<file path="config.mk">
export PLATFORM = sky130hd
export DESIGN_NAME = tcaf_front
export DESIGN_NICKNAME = d
export VERILOG_FILES = /design/src/design/tcaf_pkg.sv /design/src/design/tcaf_front.sv
export SDC_FILE = /design/constraint.sdc
export NUM_CORES = 1
export LEC_CHECK = 0
export BUFFER_PORTS_ARGS = -buffer_cell sky130_fd_sc_hd__buf_2
export CAP_MARGIN = 5
export CORE_AREA = 4 4 79 81
export DETAILED_ROUTE_END_ITERATION = 8
export DIE_AREA = 0 0 83 85
export PLACE_DENSITY = 0.73
export SETUP_SLACK_MARGIN = 0.02
export SLEW_MARGIN = 20
export SYNTH_ARGS = -nofsm -noshare
export SYNTH_HDL_FRONTEND = slang
export SYNTH_SLANG_ARGS = --single-unit
</file>
<file path="constraint.sdc">
create_clock -name vclk -period 2.8
set_input_delay 0.28 -clock vclk [all_inputs]
set_output_delay 0.28 -clock vclk [all_outputs]
set_load 0.02 [all_outputs]
</file>
<file path="src/design/tcaf_pkg.sv">
`timescale 1ns / 1ps
// ----------------------------------------------------------------------------
// tcaf_pkg
// shared constants, codes and command type for the tet cell assembly block
// ----------------------------------------------------------------------------
package tcaf_pkg;

   // sizes of the stores and vertex width
   localparam int CELL_COUNT   = 4096;
   localparam int MARKER_COUNT = 128;
   localparam int VERTEX_BITS  = 20;

   // field widths fixed by the stream format
   localparam int KIND_W   = 2;
   localparam int VERT_W   = 20;
   localparam int LEFT_W   = 13;
   localparam int RIGHT_W  = 14;
   localparam int INDEX_W  = 12;
   localparam int FILL_W   = 2;
   localparam int COUNT_W  = 14;
   localparam int STATUS_W = 2;

   localparam int REQ_W = 104;
   localparam int RSP_W = 104;

   localparam int CORNERS_W = 4 * VERT_W;

   localparam int CELL_AW = (CELL_COUNT > 1) ? $clog2(CELL_COUNT) : 1;
   localparam int MARK_AW = (MARKER_COUNT > 1) ? $clog2(MARKER_COUNT) : 1;

   // clearing sweep covers both the fill table and the marker table
   localparam int CLR_COUNT = (CELL_COUNT > MARKER_COUNT) ? CELL_COUNT : MARKER_COUNT;
   localparam int CLR_AW    = (CLR_COUNT > 1) ? $clog2(CLR_COUNT) : 1;

   localparam int QUEUE_DEPTH = 2;
   localparam int QUEUE_AW    = 1;
   localparam int QUEUE_CW    = 2;

   localparam logic [VERT_W-1:0] VERT_MASK = VERT_W'((64'd1 << VERTEX_BITS) - 64'd1);
   localparam logic [COUNT_W-1:0] COUNT_MAX = {COUNT_W{1'b1}};

   // item kinds
   localparam logic [KIND_W-1:0] KIND_FACE    = 2'd0;
   localparam logic [KIND_W-1:0] KIND_RDCELL  = 2'd1;
   localparam logic [KIND_W-1:0] KIND_RDMARK  = 2'd2;

   // result status codes
   localparam logic [STATUS_W-1:0] STAT_OK       = 2'd0;
   localparam logic [STATUS_W-1:0] STAT_NOFOURTH = 2'd1;
   localparam logic [STATUS_W-1:0] STAT_RANGE    = 2'd2;

   // back end operations
   typedef logic [1:0] op_type;
   localparam op_type OP_FACE   = 2'd0;
   localparam op_type OP_RDCELL = 2'd1;
   localparam op_type OP_RDMARK = 2'd2;

   typedef struct packed {
      op_type               op;
      logic                 do_left;
      logic                 do_right;
      logic                 do_mark;
      logic                 range_err;
      logic [CELL_AW-1:0]   addr_a;
      logic [CELL_AW-1:0]   addr_b;
      logic [MARK_AW-1:0]   mark_addr;
      logic [VERT_W-1:0]    va;
      logic [VERT_W-1:0]    vb;
      logic [VERT_W-1:0]    vc;
   } cmd_type;

endpackage

</file>
<file path="src/design/tcaf_front.sv">
`timescale 1ns / 1ps
// ----------------------------------------------------------------------------
// tcaf_front
// input handshake, field decode, range checks and command build
// ----------------------------------------------------------------------------
module tcaf_front (
   input  logic                          req_tvalid,
   output logic                          req_tready,
   input  logic [tcaf_pkg::REQ_W-1:0]    req_tdata,
   input  logic [tcaf_pkg::KIND_W-1:0]   req_tuser,
   input  logic                          clearing,
   input  logic                          q_full,
   output logic                          push,
   output tcaf_pkg::cmd_type             cmd
);

   import tcaf_pkg::*;

   logic [VERT_W-1:0]  va;
   logic [VERT_W-1:0]  vb;
   logic [VERT_W-1:0]  vc;
   logic [LEFT_W-1:0]  left;
   logic [RIGHT_W-1:0] right;
   logic [RIGHT_W-1:0] mag;
   logic [INDEX_W-1:0] ridx;
   logic               left_ok;
   logic               right_pos;
   logic               right_neg;
   logic               right_ok;
   logic               mark_ok;
   logic               rcell_ok;
   logic               rmark_ok;

   assign va    = req_tdata[19:0] & VERT_MASK;
   assign vb    = req_tdata[39:20] & VERT_MASK;
   assign vc    = req_tdata[59:40] & VERT_MASK;
   assign left  = req_tdata[72:60];
   assign right = req_tdata[86:73];
   assign ridx  = req_tdata[98:87];

   // marker number is the magnitude of a negative right entry
   assign mag       = RIGHT_W'({RIGHT_W{1'b0}} - right);
   assign left_ok   = (left != '0) && (32'(left) <= CELL_COUNT);
   assign right_neg = right[RIGHT_W-1];
   assign right_pos = !right[RIGHT_W-1] && (right != '0);
   assign right_ok  = 32'(right) <= CELL_COUNT;
   assign mark_ok   = 32'(mag) < MARKER_COUNT;
   assign rcell_ok  = 32'(ridx) < CELL_COUNT;
   assign rmark_ok  = 32'(ridx) < MARKER_COUNT;

   assign req_tready = !q_full && !clearing;
   assign push       = req_tvalid && req_tready;

   always_comb begin
      cmd           = '0;
      cmd.va        = va;
      cmd.vb        = vb;
      cmd.vc        = vc;
      cmd.addr_b    = CELL_AW'(32'(right) - 32'd1);
      case (req_tuser)
         KIND_FACE: begin
            cmd.op        = OP_FACE;
            cmd.do_left   = left_ok;
            cmd.do_right  = right_pos && right_ok;
            cmd.do_mark   = right_neg && mark_ok;
            cmd.range_err = !left_ok || (right_pos && !right_ok) || (right_neg && !mark_ok);
            cmd.addr_a    = CELL_AW'(32'(left) - 32'd1);
            cmd.mark_addr = MARK_AW'(32'(mag));
         end
         KIND_RDCELL: begin
            // a bad read becomes an empty face command that reports range
            cmd.op        = rcell_ok ? OP_RDCELL : OP_FACE;
            cmd.range_err = !rcell_ok;
            cmd.addr_a    = CELL_AW'(32'(ridx));
         end
         KIND_RDMARK: begin
            cmd.op        = rmark_ok ? OP_RDMARK : OP_FACE;
            cmd.range_err = !rmark_ok;
            cmd.mark_addr = MARK_AW'(32'(ridx));
         end
         default: begin
            cmd.op        = OP_FACE;
            cmd.range_err = 1'b1;
         end
      endcase
   end

endmodule

</file>
Yosys cells after proc, flatten, opt, wreduce, memory -nomap -nowiden --
Index checks and enable logic that the tools add are counted.
Storage, ports and cells: bits in registers 0, bits of input ports 109, logic and storage cells 35
Cells by class: add/subtract/negate cells 3, magnitude comparators 4, equal/unequal tests 2, multiplexer cells 6, reduce and logical (&&, ||, !) cells 20
Operators with widths (number):
- 12-bit one-hot mux with 2 select lines | 1
- 12-bit by 1-bit subtractor with 12-bit output (second input constant) | 2
- 14-bit by 13-bit less-or-equal comparator with 1-bit output (second input constant) | 1
- 14-bit by 8-bit < comparator with 1-bit output (second input constant) | 1
- 7-bit one-hot mux with 2 select lines | 1
- 14-bit nonzero test | 1
- 1-bit by 14-bit subtractor with 14-bit output (first input constant) | 1
- 13-bit less-or-equal comparator (second input constant) | 1
- 13-bit nonzero test | 1
- 12-bit by 8-bit < comparator with 1-bit output (second input constant) | 1
- 1-bit logical AND | 8
- 1-bit logical NOT | 7
- 2-bit one-hot mux with 2 select lines | 1
- 3-bit two-way mux | 1
- 1-bit one-hot mux with 3 select lines | 1
- 2-bit by 1-bit == test with 1-bit output (second input constant) | 1
- 2-bit == test (second input constant) | 1
- 2-bit logical NOT | 1
- 1-bit logical OR | 2
- 2-bit two-way mux | 1

Logic depth before layout (Yosys ltp) --
depth after elaboration 6, gate-level depth with buffers 7, gate-level depth less buffers 7

Worst setup path after synthesis --
Ideal clock, no wire load.
kind input-to-output, from input port req_tdata[73] (netlist name), to output port cmd[92] (netlist name), arrival time 2.254 ns, slack 0.266 ns, cell stages on the path 6, path buffers 0, cell sequence inv_1 > ha_1 > or3b_2 > nor4_2 > o211ai_1 > nor4_1
RTL lines:
- start, declared | RTL line tcaf_front.sv:9 | input logic [tcaf_pkg::REQ_W-1:0] req_tdata,
- end, declared | RTL line tcaf_front.sv:14 | output tcaf_pkg::cmd_type cmd

==> reports/results.tsv <==
stage	metric	value	unit
run_status	run_status	finished clean	
timing	hold_viol	0	
clock_tree	hold_buffers	0	
timing	slew_headroom	0.5504	
power	switchingPower	0.1391	mW
synthesis	synth_cell_types	40	
power	clkPwrFrac	0	
finish	clock_buffers	0	
finish	fill_cells	655	
power	swShare	0.6266	
placed_design	place_inst	301	
synthesis	synth_area	1441	sq um
finish	drive_gt1_frac	0.3974	
power	internal_power	0.08290	mW
timing	period_share	0.8867	
timing	max_freq	402.8	MHz
placed_design	place_congestion	0.8775	
critical_path	crit_path_end_kind	output pin	
route	antenna_left	0	
min_path	min_path_cells	0	
route	drt-pass1-iter-count	5	
timing	rsz0062_at_grt	false	
route	wl_per_cell	14.27	um
route	drc_errors	0	
timing	setup_ws	317.3	ps
floorplan	core_area	5473	sq um
critical_path	crit_arrival	2200	ps
route	first_iter_violations	20	
route	wirelength	4.294	mm
grt	grt_first_pass_wirelength	6.706	mm
floorplan	ios	208	
floorplan	die_height	85	um
floorplan	row_count	27	
flow_run	drv_cap	0	
finish	n_antenna_cell	0	
route	via_per_inst	4.654	
power	max-vdd-ir-drop	0.00005210	V
placed_design	port_buffers	83	
floorplan	die_w	83	um
timing	setup_tns	0	ps
grt	grt_max_degree	24	
critical_path	critPathRequiredTime	2520	ps
grt	antenna_found_initial	0	
power	total_power	0.2220	mW
floorplan	start_util	0.2634	
finish	stdcell_count	301	
min_path	hp-class	primary input to output pin	
finish	register_area	0	sq um
placed_design	preCtsSetupSlack	272.9	ps
min_path	holdPathEnd	cmd[18]	
clock_tree	postCtsSetupRepairBufs	0	
critical_path	path_max_fanout	4	
power	p_seq_frac	0	
synthesis	synth_nets	334	
timing	setup_viol	0	
power	p_leak	0.6934	nW
clock_tree	cts_resized	0	
power	combPwrFrac	1.000	
critical_path	critPathLaunchType	primary input	
synthesis	ys_seq_area_frac	0	
timing	drv_slew	0	
route	vias	1401	
grt	overflow	0	
critical_path	criticalPathCategory	primary input to output pin	
floorplan	die-area	7055	sq um
synthesis	synth-warning-count	0	
placed_design	dp_hpwl	3.717	mm
min_path	min_from	req_tdata[58]	
finish	fin_nets	348	
synthesis	synth.avg_cell_area	6.642	sq um
timing	fin_crit	2483	ps
grt	grt_usage	0.1099	
timing	worst_pin_slew	673.6	ps
finish	flops_and_latches	0	
synthesis	syn-instance-count	217	
power	p_per_area	155.1	nW/um^2
finish	area_growth	-0.6946	%
grt	grt_pass1_vias	1352	
==> cell usage in the layout (no fill, tap or decap), drive strengths merged <==
master / netlist / layout
nor2: 12 / 12
a21oi: 3 / 3
or2: 1 / 1
nor3b: 2 / 2
nor2b: 2 / 2
or4: 2 / 2
nor3: 10 / 10
mux2i: 1 / 1
xnor2: 12 / 12
inv: 8 / 8
nor4: 9 / 9
or3b: 1 / 1
o31ai: 3 / 3
nand2: 26 / 26
o21a: 1 / 1
o311ai: 1 / 1
a221oi: 1 / 1
o211ai: 1 / 1
nand3: 2 / 2
ha: 8 / 8
buf: 63 / 83
and2: 1 / 1
nor4b: 1 / 1
nand3b: 1 / 1
o22ai: 1 / 1
or3: 2 / 2
nand2b: 1 / 1
mux2: 1 / 1
nand4: 1 / 1
o21ai: 18 / 18
nand4b: 1 / 1
a21o: 1 / 1
xor2: 11 / 11
==> power by group through the flow <==
stage	Clock, mW	Combinational (mW)	Sequential (mW)
finish	0	0.222	0
detailed placement	0	0.224	0
global route	0	0.244	0
floorplan	0	0.256	0
CTS	0	0.225	0
global placement	0	0.220	0
==> cells by family after synthesis <==
group / share of synthesized area
buf+inv: 0.3785
compound gates: 0.1241
xor+xnor: 0.1398
simple gates: 0.2734
mux: 0.01476
fa+ha+maj: 0.06945
==> cell usage after synthesis (all sizes together) <==
master | n | share of area
o311ai | 1 | 0.0061
nand3b | 1 | 0.0052
inv | 8 | 0.021
a21oi | 3 | 0.010
nand4 | 1 | 0.0043
ha | 8 | 0.069
nor4b | 1 | 0.010
nor4 | 9 | 0.043
and2 | 1 | 0.0043
nor2b | 2 | 0.0087
nand2 | 26 | 0.068
a221oi | 1 | 0.0061
o211ai | 1 | 0.0052
clkbuf | 8 | 0.022
nor2 | 12 | 0.031
o31ai | 3 | 0.019
o21a | 1 | 0.0052
xnor2 | 12 | 0.073
nand4b | 1 | 0.0061
or3 | 2 | 0.0087
nand3 | 2 | 0.0069
a21o | 1 | 0.0052
mux2i | 1 | 0.0069
or4 | 2 | 0.013
or3b | 1 | 0.0061
xor2 | 11 | 0.067
buf | 63 | 0.34
nor3 | 10 | 0.035
nand2b | 1 | 0.0043
nor3b | 2 | 0.014
o22ai | 1 | 0.0043
o21ai | 18 | 0.063
or2 | 1 | 0.0043
mux2 | 1 | 0.0078
==> layout make-up <==
class,count,area (sq um),area share
multi-input combinational,138,895.9,0.6259
tap,72,90.09,0.06294
inverter,8,30.03,0.02098
timing repair buffer,83,415.4,0.2902
==> stage by stage <==
step                      utilization  hold slack, ps  instance area, sq um
after floorplan                     -           639.6                  1441
after global placement         0.2615           560.1                  1431
after detailed placement       0.2615           560.1                  1431
after CTS                      0.2615           560.1                  1431
after global routing           0.2615           560.0                  1431
final                          0.2615           560.0                  1431
==> layer usage <==
layer | wire [um] | GRT usage
met5 | 0 | 0
met4 | 202 | 0.05201
met3 | 370 | 0.01748
met2 | 2034 | 0.2063
met1 | 1686 | 0.1201
==> critical path, stage by stage <==
cell and delay [ps]:
buf_2 110, inv_1 120, ha_1 210, nor3b_1 290
nand4b_1 240, mux2_2 350, nor4b_2 330, o31ai_2 80
buf_2 180
==> worst max-delay path by stage <==
stage,startpoint,end,cells past startpoint,slack [ps]
floorplan,req_tdata[73],cmd[92],6,270
global placement,req_tdata[73],cmd[91],9,340
detailed placement,req_tdata[73],cmd[91],9,270
CTS,req_tdata[73],cmd[91],9,280
global route,req_tdata[73],cmd[91],9,90
finish,req_tdata[73],cmd[91],9,320
Note: power is estimated with default switching activity, not from simulation.
