[src/design/tcaf_pkg.sv]
`timescale 1ns / 1ps
// ----------------------------------------------------------------------------
// tcaf_pkg
// shared constants, codes and command type for the tet cell assembly block
// ----------------------------------------------------------------------------
package tcaf_pkg;

   // sizes of the stores and vertex width
   localparam int CELL_COUNT   = 4096;
   localparam int MARKER_COUNT = 128;
   localparam int VERTEX_BITS  = 20;

   // field widths fixed by the stream format
   localparam int KIND_W   = 2;
   localparam int VERT_W   = 20;
   localparam int LEFT_W   = 13;
   localparam int RIGHT_W  = 14;
   localparam int INDEX_W  = 12;
   localparam int FILL_W   = 2;
   localparam int COUNT_W  = 14;
   localparam int STATUS_W = 2;

   localparam int REQ_W = 104;
   localparam int RSP_W = 104;

   localparam int CORNERS_W = 4 * VERT_W;

   localparam int CELL_AW = (CELL_COUNT > 1) ? $clog2(CELL_COUNT) : 1;
   localparam int MARK_AW = (MARKER_COUNT > 1) ? $clog2(MARKER_COUNT) : 1;

   // clearing sweep covers both the fill table and the marker table
   localparam int CLR_COUNT = (CELL_COUNT > MARKER_COUNT) ? CELL_COUNT : MARKER_COUNT;
   localparam int CLR_AW    = (CLR_COUNT > 1) ? $clog2(CLR_COUNT) : 1;

   localparam int QUEUE_DEPTH = 2;
   localparam int QUEUE_AW    = 1;
   localparam int QUEUE_CW    = 2;

   localparam logic [VERT_W-1:0] VERT_MASK = VERT_W'((64'd1 << VERTEX_BITS) - 64'd1);
   localparam logic [COUNT_W-1:0] COUNT_MAX = {COUNT_W{1'b1}};

   // item kinds
   localparam logic [KIND_W-1:0] KIND_FACE    = 2'd0;
   localparam logic [KIND_W-1:0] KIND_RDCELL  = 2'd1;
   localparam logic [KIND_W-1:0] KIND_RDMARK  = 2'd2;

   // result status codes
   localparam logic [STATUS_W-1:0] STAT_OK       = 2'd0;
   localparam logic [STATUS_W-1:0] STAT_NOFOURTH = 2'd1;
   localparam logic [STATUS_W-1:0] STAT_RANGE    = 2'd2;

   // back end operations
   typedef logic [1:0] op_type;
   localparam op_type OP_FACE   = 2'd0;
   localparam op_type OP_RDCELL = 2'd1;
   localparam op_type OP_RDMARK = 2'd2;

   typedef struct packed {
      op_type               op;
      logic                 do_left;
      logic                 do_right;
      logic                 do_mark;
      logic                 range_err;
      logic [CELL_AW-1:0]   addr_a;
      logic [CELL_AW-1:0]   addr_b;
      logic [MARK_AW-1:0]   mark_addr;
      logic [VERT_W-1:0]    va;
      logic [VERT_W-1:0]    vb;
      logic [VERT_W-1:0]    vc;
   } cmd_type;

endpackage

[src/design/tcaf_queue.sv]
`timescale 1ns / 1ps
// ----------------------------------------------------------------------------
// tcaf_queue
// short command queue between the front and back ends
// ----------------------------------------------------------------------------
module tcaf_queue (
   input  logic                clock,
   input  logic                reset,
   input  logic                push,
   input  tcaf_pkg::cmd_type   push_data,
   output logic                full,
   input  logic                pop,
   output logic                valid,
   output tcaf_pkg::cmd_type   head
);

   import tcaf_pkg::*;

   cmd_type               q_ff [QUEUE_DEPTH];
   logic [QUEUE_AW-1:0]   wr_ptr_ff;
   logic [QUEUE_AW-1:0]   wr_ptr_in;
   logic [QUEUE_AW-1:0]   rd_ptr_ff;
   logic [QUEUE_AW-1:0]   rd_ptr_in;
   logic [QUEUE_CW-1:0]   count_ff;
   logic [QUEUE_CW-1:0]   count_in;

   assign full  = count_ff == QUEUE_CW'(QUEUE_DEPTH);
   assign valid = count_ff != '0;
   assign head  = q_ff[rd_ptr_ff];

   always_comb begin
      wr_ptr_in = push ? QUEUE_AW'(wr_ptr_ff + 1'b1) : wr_ptr_ff;
      rd_ptr_in = pop ? QUEUE_AW'(rd_ptr_ff + 1'b1) : rd_ptr_ff;
      count_in  = count_ff;
      if (push && !pop) begin
         count_in = QUEUE_CW'(count_ff + 1'b1);
      end else if (pop && !push) begin
         count_in = QUEUE_CW'(count_ff - 1'b1);
      end
   end

   always_ff @(posedge clock) begin
      if (reset) begin
         wr_ptr_ff <= '0;
         rd_ptr_ff <= '0;
         count_ff  <= '0;
      end else begin
         wr_ptr_ff <= wr_ptr_in;
         rd_ptr_ff <= rd_ptr_in;
         count_ff  <= count_in;
      end
   end

   always_ff @(posedge clock) begin
      if (push) begin
         q_ff[wr_ptr_ff] <= push_data;
      end
   end

   a_count_bound: assert property (@(posedge clock) disable iff (reset)
      32'(count_ff) <= QUEUE_DEPTH)
      else $error("queue count above depth");

endmodule

[config.mk]
export PLATFORM = sky130hd
export DESIGN_NAME = tcaf_queue
export DESIGN_NICKNAME = d
export VERILOG_FILES = /design/src/design/tcaf_pkg.sv /design/src/design/tcaf_queue.sv
export SDC_FILE = /design/constraint.sdc
export NUM_CORES = 1
export LEC_CHECK = 0
export BUFFER_PORTS_ARGS = -buffer_cell sky130_fd_sc_hd__buf_2
export CORE_UTILIZATION = 52
export CTS_CLUSTER_SIZE = 30
export DETAILED_ROUTE_END_ITERATION = 10
export HOLD_SLACK_MARGIN = 0.05
export MAX_ROUTING_LAYER = met4
export PLACE_DENSITY = 0.86
export RECOVER_POWER = 25
export SYNTH_ARGS = -nofsm -noshare
export SYNTH_HDL_FRONTEND = slang
export SYNTH_SLANG_ARGS = --single-unit
[constraint.sdc]
create_clock -name clock -period 5.6 [get_ports clock]
set_input_delay 0.28 -clock clock [delete_from_list [all_inputs] [get_ports clock]]
set_output_delay 0.28 -clock clock [all_outputs]
set_load 0.02 [all_outputs]
### Word level (Yosys, flattened, before mapping)

Memory sizes are Yosys's and may differ from the RTL's. A register that Yosys moved wholly into a read port is not among the register bits.
Index checks and enable logic that the tools add are counted.

* output and inout port bits: 99
* memory bits (writable): 194
* memories: 1
* bits of input ports: 101
* register bits: 4

Memories
* q_ff: depth 2, width 97, read ports 1, clocked after Yosys merged registers in 1, wr ports 1, line tcaf_queue.sv:19 `cmd_type q_ff [QUEUE_DEPTH];`

* reductions and logical operators: 6
* $add $sub $neg: 4
* equal/unequal tests: 1
* multiplexer cells: 6

Operator list (number)
* 1-bit 2-to-1 mux: 4
* 2-bit 2-to-1 mux: 2
* 2-bit nonzero test: 2
* 1-bit adder (second input constant): 2
* 2-bit by 1-bit adder with 2-bit output (second input constant): 1
* 2-bit equality test (second input constant): 1
* 1-bit logical AND: 2
* 1-bit logical NOT: 2
* 2-bit by 1-bit subtractor with 2-bit output (second input constant): 1

### Longest topological paths before layout

Gate-level depths: netlist (run 1).

* depth in word-level cells: 4
* gate-level depth with buffers: 5

### Worst setup path after synthesis (run 1)

No wires, ideal clock.

* path kind: reg-to-reg
* from: register wr_ptr_ff
* to: memory q_ff[0][0] (netlist bit), enable pin
* stages on the path, launching flop included: 2
* setup slack: 412 ps
* arrival time: 4623 ps
* library setup time: 565 ps
* clock period less this slack: 5188 ps
* required time: 5035 ps
* path buffers: 0
* cells stage by stage: dfxtp_1 -> nor2b_1

RTL lines
* start: declaration: line tcaf_queue.sv:20 `logic [QUEUE_AW-1:0] wr_ptr_ff;`
* start signal: assignment: line tcaf_queue.sv:48 `wr_ptr_ff <= wr_ptr_in;`
* end: declaration: line tcaf_queue.sv:19

Straight into the memory's write port.

==> flow_summary.ini, run 1 <==
[synth]
ys_ff_latch = 199
synth_flop_cell = edfxtp_1
ys_top_cells_by_area = edfxtp_1 (80%), mux2_2 (10%), mux2_4 (6.1%), dfxtp_1 (1.4%), buf_6 (0.77%)
syn_nets = 426
synth_top_area_share_pct = 79.5
synth-async-reset-ratio_pct = 0
mappedNetlistArea_um2 = 7320
synth_edf_count = 194
ys_warn_count = 0
syn_inst = 324
synth_cell_types = 17
yosysSeqAreaShare_pct = 80.9
avgSynthCellArea_um2 = 22.6
synth_largest_area_cell = edfxtp_1

[sta]
finalSetupViolations = 0
fin_skew_ps = 7.10
drv_slew = 0
hold_violations = 0
max_slew.worst_pin.slew_ps = 846
period_share_pct = 50.6
period_needed_ps = 2830
tns_ps = 0
rsz0062_at_grt = no
slew_headroom_pct = 43.6
max_freq_mhz = 353

[setup_path]
cp_slowest_cell = dfxtp_4
r2r_end = q_ff[1][27]
path_cells = buf_4, mux2_2, buf_2
path_depth = 3
crit_end = head[5]
crit_buf_inv = 2
crit_required_ps = 5320
crit-reg2reg-launch = wr_ptr_ff
max_stage_delay_ps = 860
arrival_ps = 2550
ff2ff_setup_slack_ps = 3470
cp_top_family = flip-flops
worstSetupPathType = reg -> out
cp-start-kind = flop
reg2reg_depth = 2
endpoint_kind = primary output
crit_fanout = 54

[power_and_ir_drop]
clockPowerShare_pct = 34.2
p_sw_w = 0.000804
irDropWorstVdd_uv = 241
cellPowerDensity_nw_per_um2 = 342
seqPwrFrac_pct = 52.1
pwr-share-comb_pct = 13.7
p_sw_share_pct = 23.5
cellInternalPower_w = 0.00261
p_leak_nw = 3.76
p_total_w = 0.00342

[outcome]
status = completed

[layout]
fin_cells = 824
diodes = 0
fin_util_pct = 72.2
area_growth_pct = 36.3
design_area_um2 = 9980
layout-drive-gt1-share_pct = 45.8
final_net_count = 733

[die]
core_um2 = 13800
die_y_um = 121
initial_core_util_pct = 53.0
num_rows = 43
die_w_um = 121
num_io_pins = 200
die_area_um2 = 14600

[place]
place_hpwl_um = 8500
portBuffers = 199
placed_cells = 696
place_area_um2 = 8500
gp_congestion = 0.698

[detailed_routing]
avgViaCountPerCell = 5.02
routedWlPerCell_um = 17.8
drc = 0
vias = 4134
final_antenna_net_count = 0
drtIter0Drc = 290
drt_first_pass_iters = 4
drt_wl_total_um = 14600

[clock_network]
ctsResizeCount = 0
path_clk_slew_ps = 70
cts_made_buffers = 17
post_cts_buffers = 0
ctsLongestPathBuffers = 2
clk_latency_ps = 420
clock-root-buffer = clkbuf_16
cts_hold_buffers = 93
cts_tree = done
cts.sinks = 199
cts_max_level = 4

[global_routing]
grt.total_usage_pct = 20.8
grt_pass1_wl_um = 21500
antenna_found_initial = 0
overflow = 0
grt_pass1_vias = 4308
grt_max_degree = 55

[flow_run]
maxCapViolations = 0

[min_path]
hp-class = in -> reg
holdPathStages = 2
## stage by stage
stage / setup slack, ps / hold slack [ps]
2_1_floorplan: 412 / 349
3_3_place_gp: 3200 / 468
3_5_place_dp: 3170 / 471
4_1_cts: 2720 / 51.9
5_1_grt: 2600 / 68.0
6_report: 2770 / 75.1
## final cells by class
type                    count  area [µm²]
inverters                   1        3.75
fillers                   828        3840
multi-input cells         113        1320
repair buffers            299        1940
flip-flops and latches    199        5930
clock buffers              20         437
clock inverters            12         129
well taps                 180         225
## power by group through the flow
stage | combinational, W | sequential, W | clock (W)
after floorplan | 0.000288 | 0.00179 | 0
after global placement | 0.000404 | 0.00180 | 0
after detailed placement | 0.000415 | 0.00181 | 0
after CTS | 0.000468 | 0.00178 | 0.00118
after global routing | 0.000496 | 0.00179 | 0.00124
final | 0.000467 | 0.00178 | 0.00117
## sequential cells by signal, summed over array words and instances (netlist names), named ones only
name       count
rd_ptr_ff      1
count_ff       2
wr_ptr_ff      1
q_ff         194
## kinds of logic after synthesis
logic type / share of synthesized area [%]
DFF: 80.9
adders and majority gates: 0.171
AOI/OAI and AO/OA: 0.137
xor gates and xnor gates: 0.478
muxes: 16.5
buffers and inverters: 1.23
and+or+nand+nor: 0.632
## cells in the mapped netlist (2+ instances only)
cell / count
mux2_2: 67
nor2_1: 4
nor2b_1: 2
dfxtp_1: 5
buf_2: 6
xor2_1: 2
mux2_4: 30
edfxtp_1: 194
buf_6: 5
xnor2_1: 2
## layout by cell type (no fill, tap or decap), drive strengths merged
master,instances
or3,1
or2,1
clkbuf,56
dfxtp,5
nor2b,2
edfxtp,194
buf,167
nor2,4
mux2,97
bufinv,2
clkinvlp,5
xor2,2
dlygate4sd3,96
o21ai,1
clkinv,4
and2,1
xnor2,2
a21oi,1
inv,2
ha,1
## worst min-delay path by stage
| stage | start | endpoint | slack, ps |
|---|---|---|---|
| 6_report | reset | count_ff[1] | 80 |
| 3_5_place_dp | push_data[30] | q_ff[0][30] | 470 |
| 5_1_grt | reset | count_ff[1] | 70 |
| 4_1_cts | push_data[18] | q_ff[0][18] | 50 |
| 3_3_place_gp | push_data[3] | q_ff[0][3] | 470 |
| 2_1_floorplan | reset | count_ff[1] | 350 |
## routing by layer
metal	vias up	wire [µm]	GRT usage (%)
met2	187	7730	36.1
met4	0	333	10.3
li1	1898	-	-
met3	30	833	4.67
met1	2019	5740	22.5
met5	-	0	-
No activity file was read; power rests on OpenSTA's default activity.
==> inputs of run 2 (changes only) <==
- clock period: 5.6 -> 2.75 ns (I/O delays scaled with it)
==> run 2 against run 1 <==
The run now ends with DRC left. Clock power rose by 100%. Sequential cell count did not move. Largest power group unchanged. Utilization rose by 0.49 points. Via count rose by 0.17%. Worst hold slack improved by 160 ps. Clock-buffer cell count rose by 1.
==> flow_summary.ini, run 2 (synthesis gave the netlist of run 1 again) <==
[setup_path]
r2r_end = q_ff[0][82]
cp-start-kind = flop
reg2reg_depth = 2
arrival_ps = 1800
endpoint_kind = primary output
cp_slowest_cell = buf_4
max_stage_delay_ps = 440
ff2ff_setup_slack_ps = 1080
crit_required_ps = 2610
crit_end = head[4]
crit-reg2reg-launch = wr_ptr_ff
path_cells = buf_4, mux2_2, buf_2
worstSetupPathType = reg -> out
crit_fanout = 37

[layout]
regMostFlops = q_ff
n_fill_cell = 815
regArea_um2 = 5930
layout_commonest_cell = edfxtp_1
design_area_um2 = 10100
reg_top3 = q_ff: 194 flops, count_ff: 2 flops
area_growth_pct = 37.2
largest_register_ffs = 194
fin_cells = 829
final_net_count = 739
diodes = 0
multiInputGateArea_um2 = 1320
final_cell_mix = edfxtp_1 (194), buf_2 (157), dlygate4sd3_1 (100), mux2_2 (67), clkbuf_1 (45)
layout-drive-gt1-share_pct = 44.5

[clock_network]
ctsResizeCount = 0
cts_tree = done
path_clk_slew_ps = 70
ctsLongestPathBuffers = 2
clock-root-buffer = clkbuf_16
cts_made_buffers = 17
clk_latency_ps = 430
post_cts_buffers = 0
cts.sinks = 199
cts_max_level = 4

[detailed_routing]
avgViaCountPerCell = 5.00
final_antenna_net_count = 0
vias = 4141
drt_first_pass_iters = 7
drt_wl_total_um = 14900
drc = 2
drtIter0Drc = 267
routedWlPerCell_um = 17.9

[global_routing]
grt.total_usage_pct = 21.9
overflow = 0
grt_pass1_vias = 4446
grt_max_degree = 61
antenna_found_initial = 0
grt_pass1_wl_um = 22600

[sta]
hold_violations = 0
fin_skew_ps = 13.5
slew_headroom_pct = 65.1
max_slew.worst_pin.slew_ps = 523
tns_ps = 0
period_share_pct = 70.6
drv_slew = 0
period_needed_ps = 1940
rsz0062_at_grt = no
finalSetupViolations = 0
max_freq_mhz = 515

[die]
num_rows = 43
die_w_um = 121
die_y_um = 121
initial_core_util_pct = 53.0
die_area_um2 = 14600
num_io_pins = 200
core_um2 = 13800

[min_path]
hp-class = in -> reg

[outcome]
violations = DRC
status = finished with violations

[power_and_ir_drop]
cellPowerDensity_nw_per_um2 = 691
p_leak_nw = 3.79
irDropWorstVdd_uv = 422

[place]
gp_congestion = 0.715
placed_cells = 698
place_hpwl_um = 8400
portBuffers = 199
place_area_um2 = 8560

[flow_run]
maxCapViolations = 0
## run 2: cell count changes in the layout (fill, tap and decap cells not counted), moves of 3 or more
| cell | delta |
|---|---|
| buf_12 | +3 |
| dlygate4sd3_1 | +4 |
| clkbuf_1 | +6 |
| buf_2 | -5 |
| clkinvlp_4 | -3 |
## run 2: layer usage
layer	wire length (µm)	share of wire, %	GRT usage (%)	up-vias
met1	5840	39	24.5	2017
met2	7840	53	37.3	185
met3	761	5.1	4.62	38
li1	-	-	-	1901
met4	417	2.8	10.8	0
met5	0	0	-	-
## run 2: how the worst min path moves through the flow
stage	startpoint	to	slack (ps)	depth (start not counted)
CTS	push	q_ff[0][1]	210	2
finish	push	q_ff[0][81]	230	2
detailed placement	push_data[78]	q_ff[0][78]	330	1
global route	push	q_ff[0][1]	230	2
global placement	push_data[85]	q_ff[1][85]	320	1
floorplan	reset	count_ff[1]	210	1
## run 2: what timing repair did
| action | CTS | global route |
|---|---|---|
| endpoints found under the setup margin | 0 | 0 |
| endpoints found under the hold margin | 199 | 0 |
| hold buffers | 100 | 0 |
## run 2: cell type report
| class | count | share of cell area (%) |
|---|---|---|
| multi-input cells | 113 | 13.1 |
| clock buffers | 21 | 4.38 |
| clock inverters | 10 | 1.06 |
| inverters | 1 | 0.0373 |
| well taps | 180 | 2.24 |
| flip-flops and latches | 199 | 59.0 |
| repair buffers | 305 | 20.2 |
## run 2: metrics by stage
| stage | util, % | hold slack [ps] | worst slack (ps) | total power (W) |
|---|---|---|---|---|
| 2_1_floorplan | - | 207 | 545 | 0.00423 |
| 3_3_place_gp | 61.9 | 325 | 1170 | 0.00451 |
| 3_5_place_dp | 61.9 | 329 | 1100 | 0.00455 |
| 4_1_cts | 73.1 | 214 | 779 | 0.00696 |
| 5_1_grt | 72.7 | 233 | 726 | 0.00717 |
| 6_report | 72.7 | 232 | 809 | 0.00694 |
## run 2: power by group
group          switching (W)  leakage, nW  internal [W]  total [W]
Sequential         0.0000522         1.86       0.00354    0.00359
Clock                0.00102        0.262       0.00132    0.00235
Combinational       0.000550         1.66      0.000460    0.00101
Total                0.00162         3.79       0.00532    0.00694
## run 2: critical path: cells and delay by family (launching register included)
family	cells	cell delay, ps
mux	1	420
buf+inv	2	610
flops	1	350
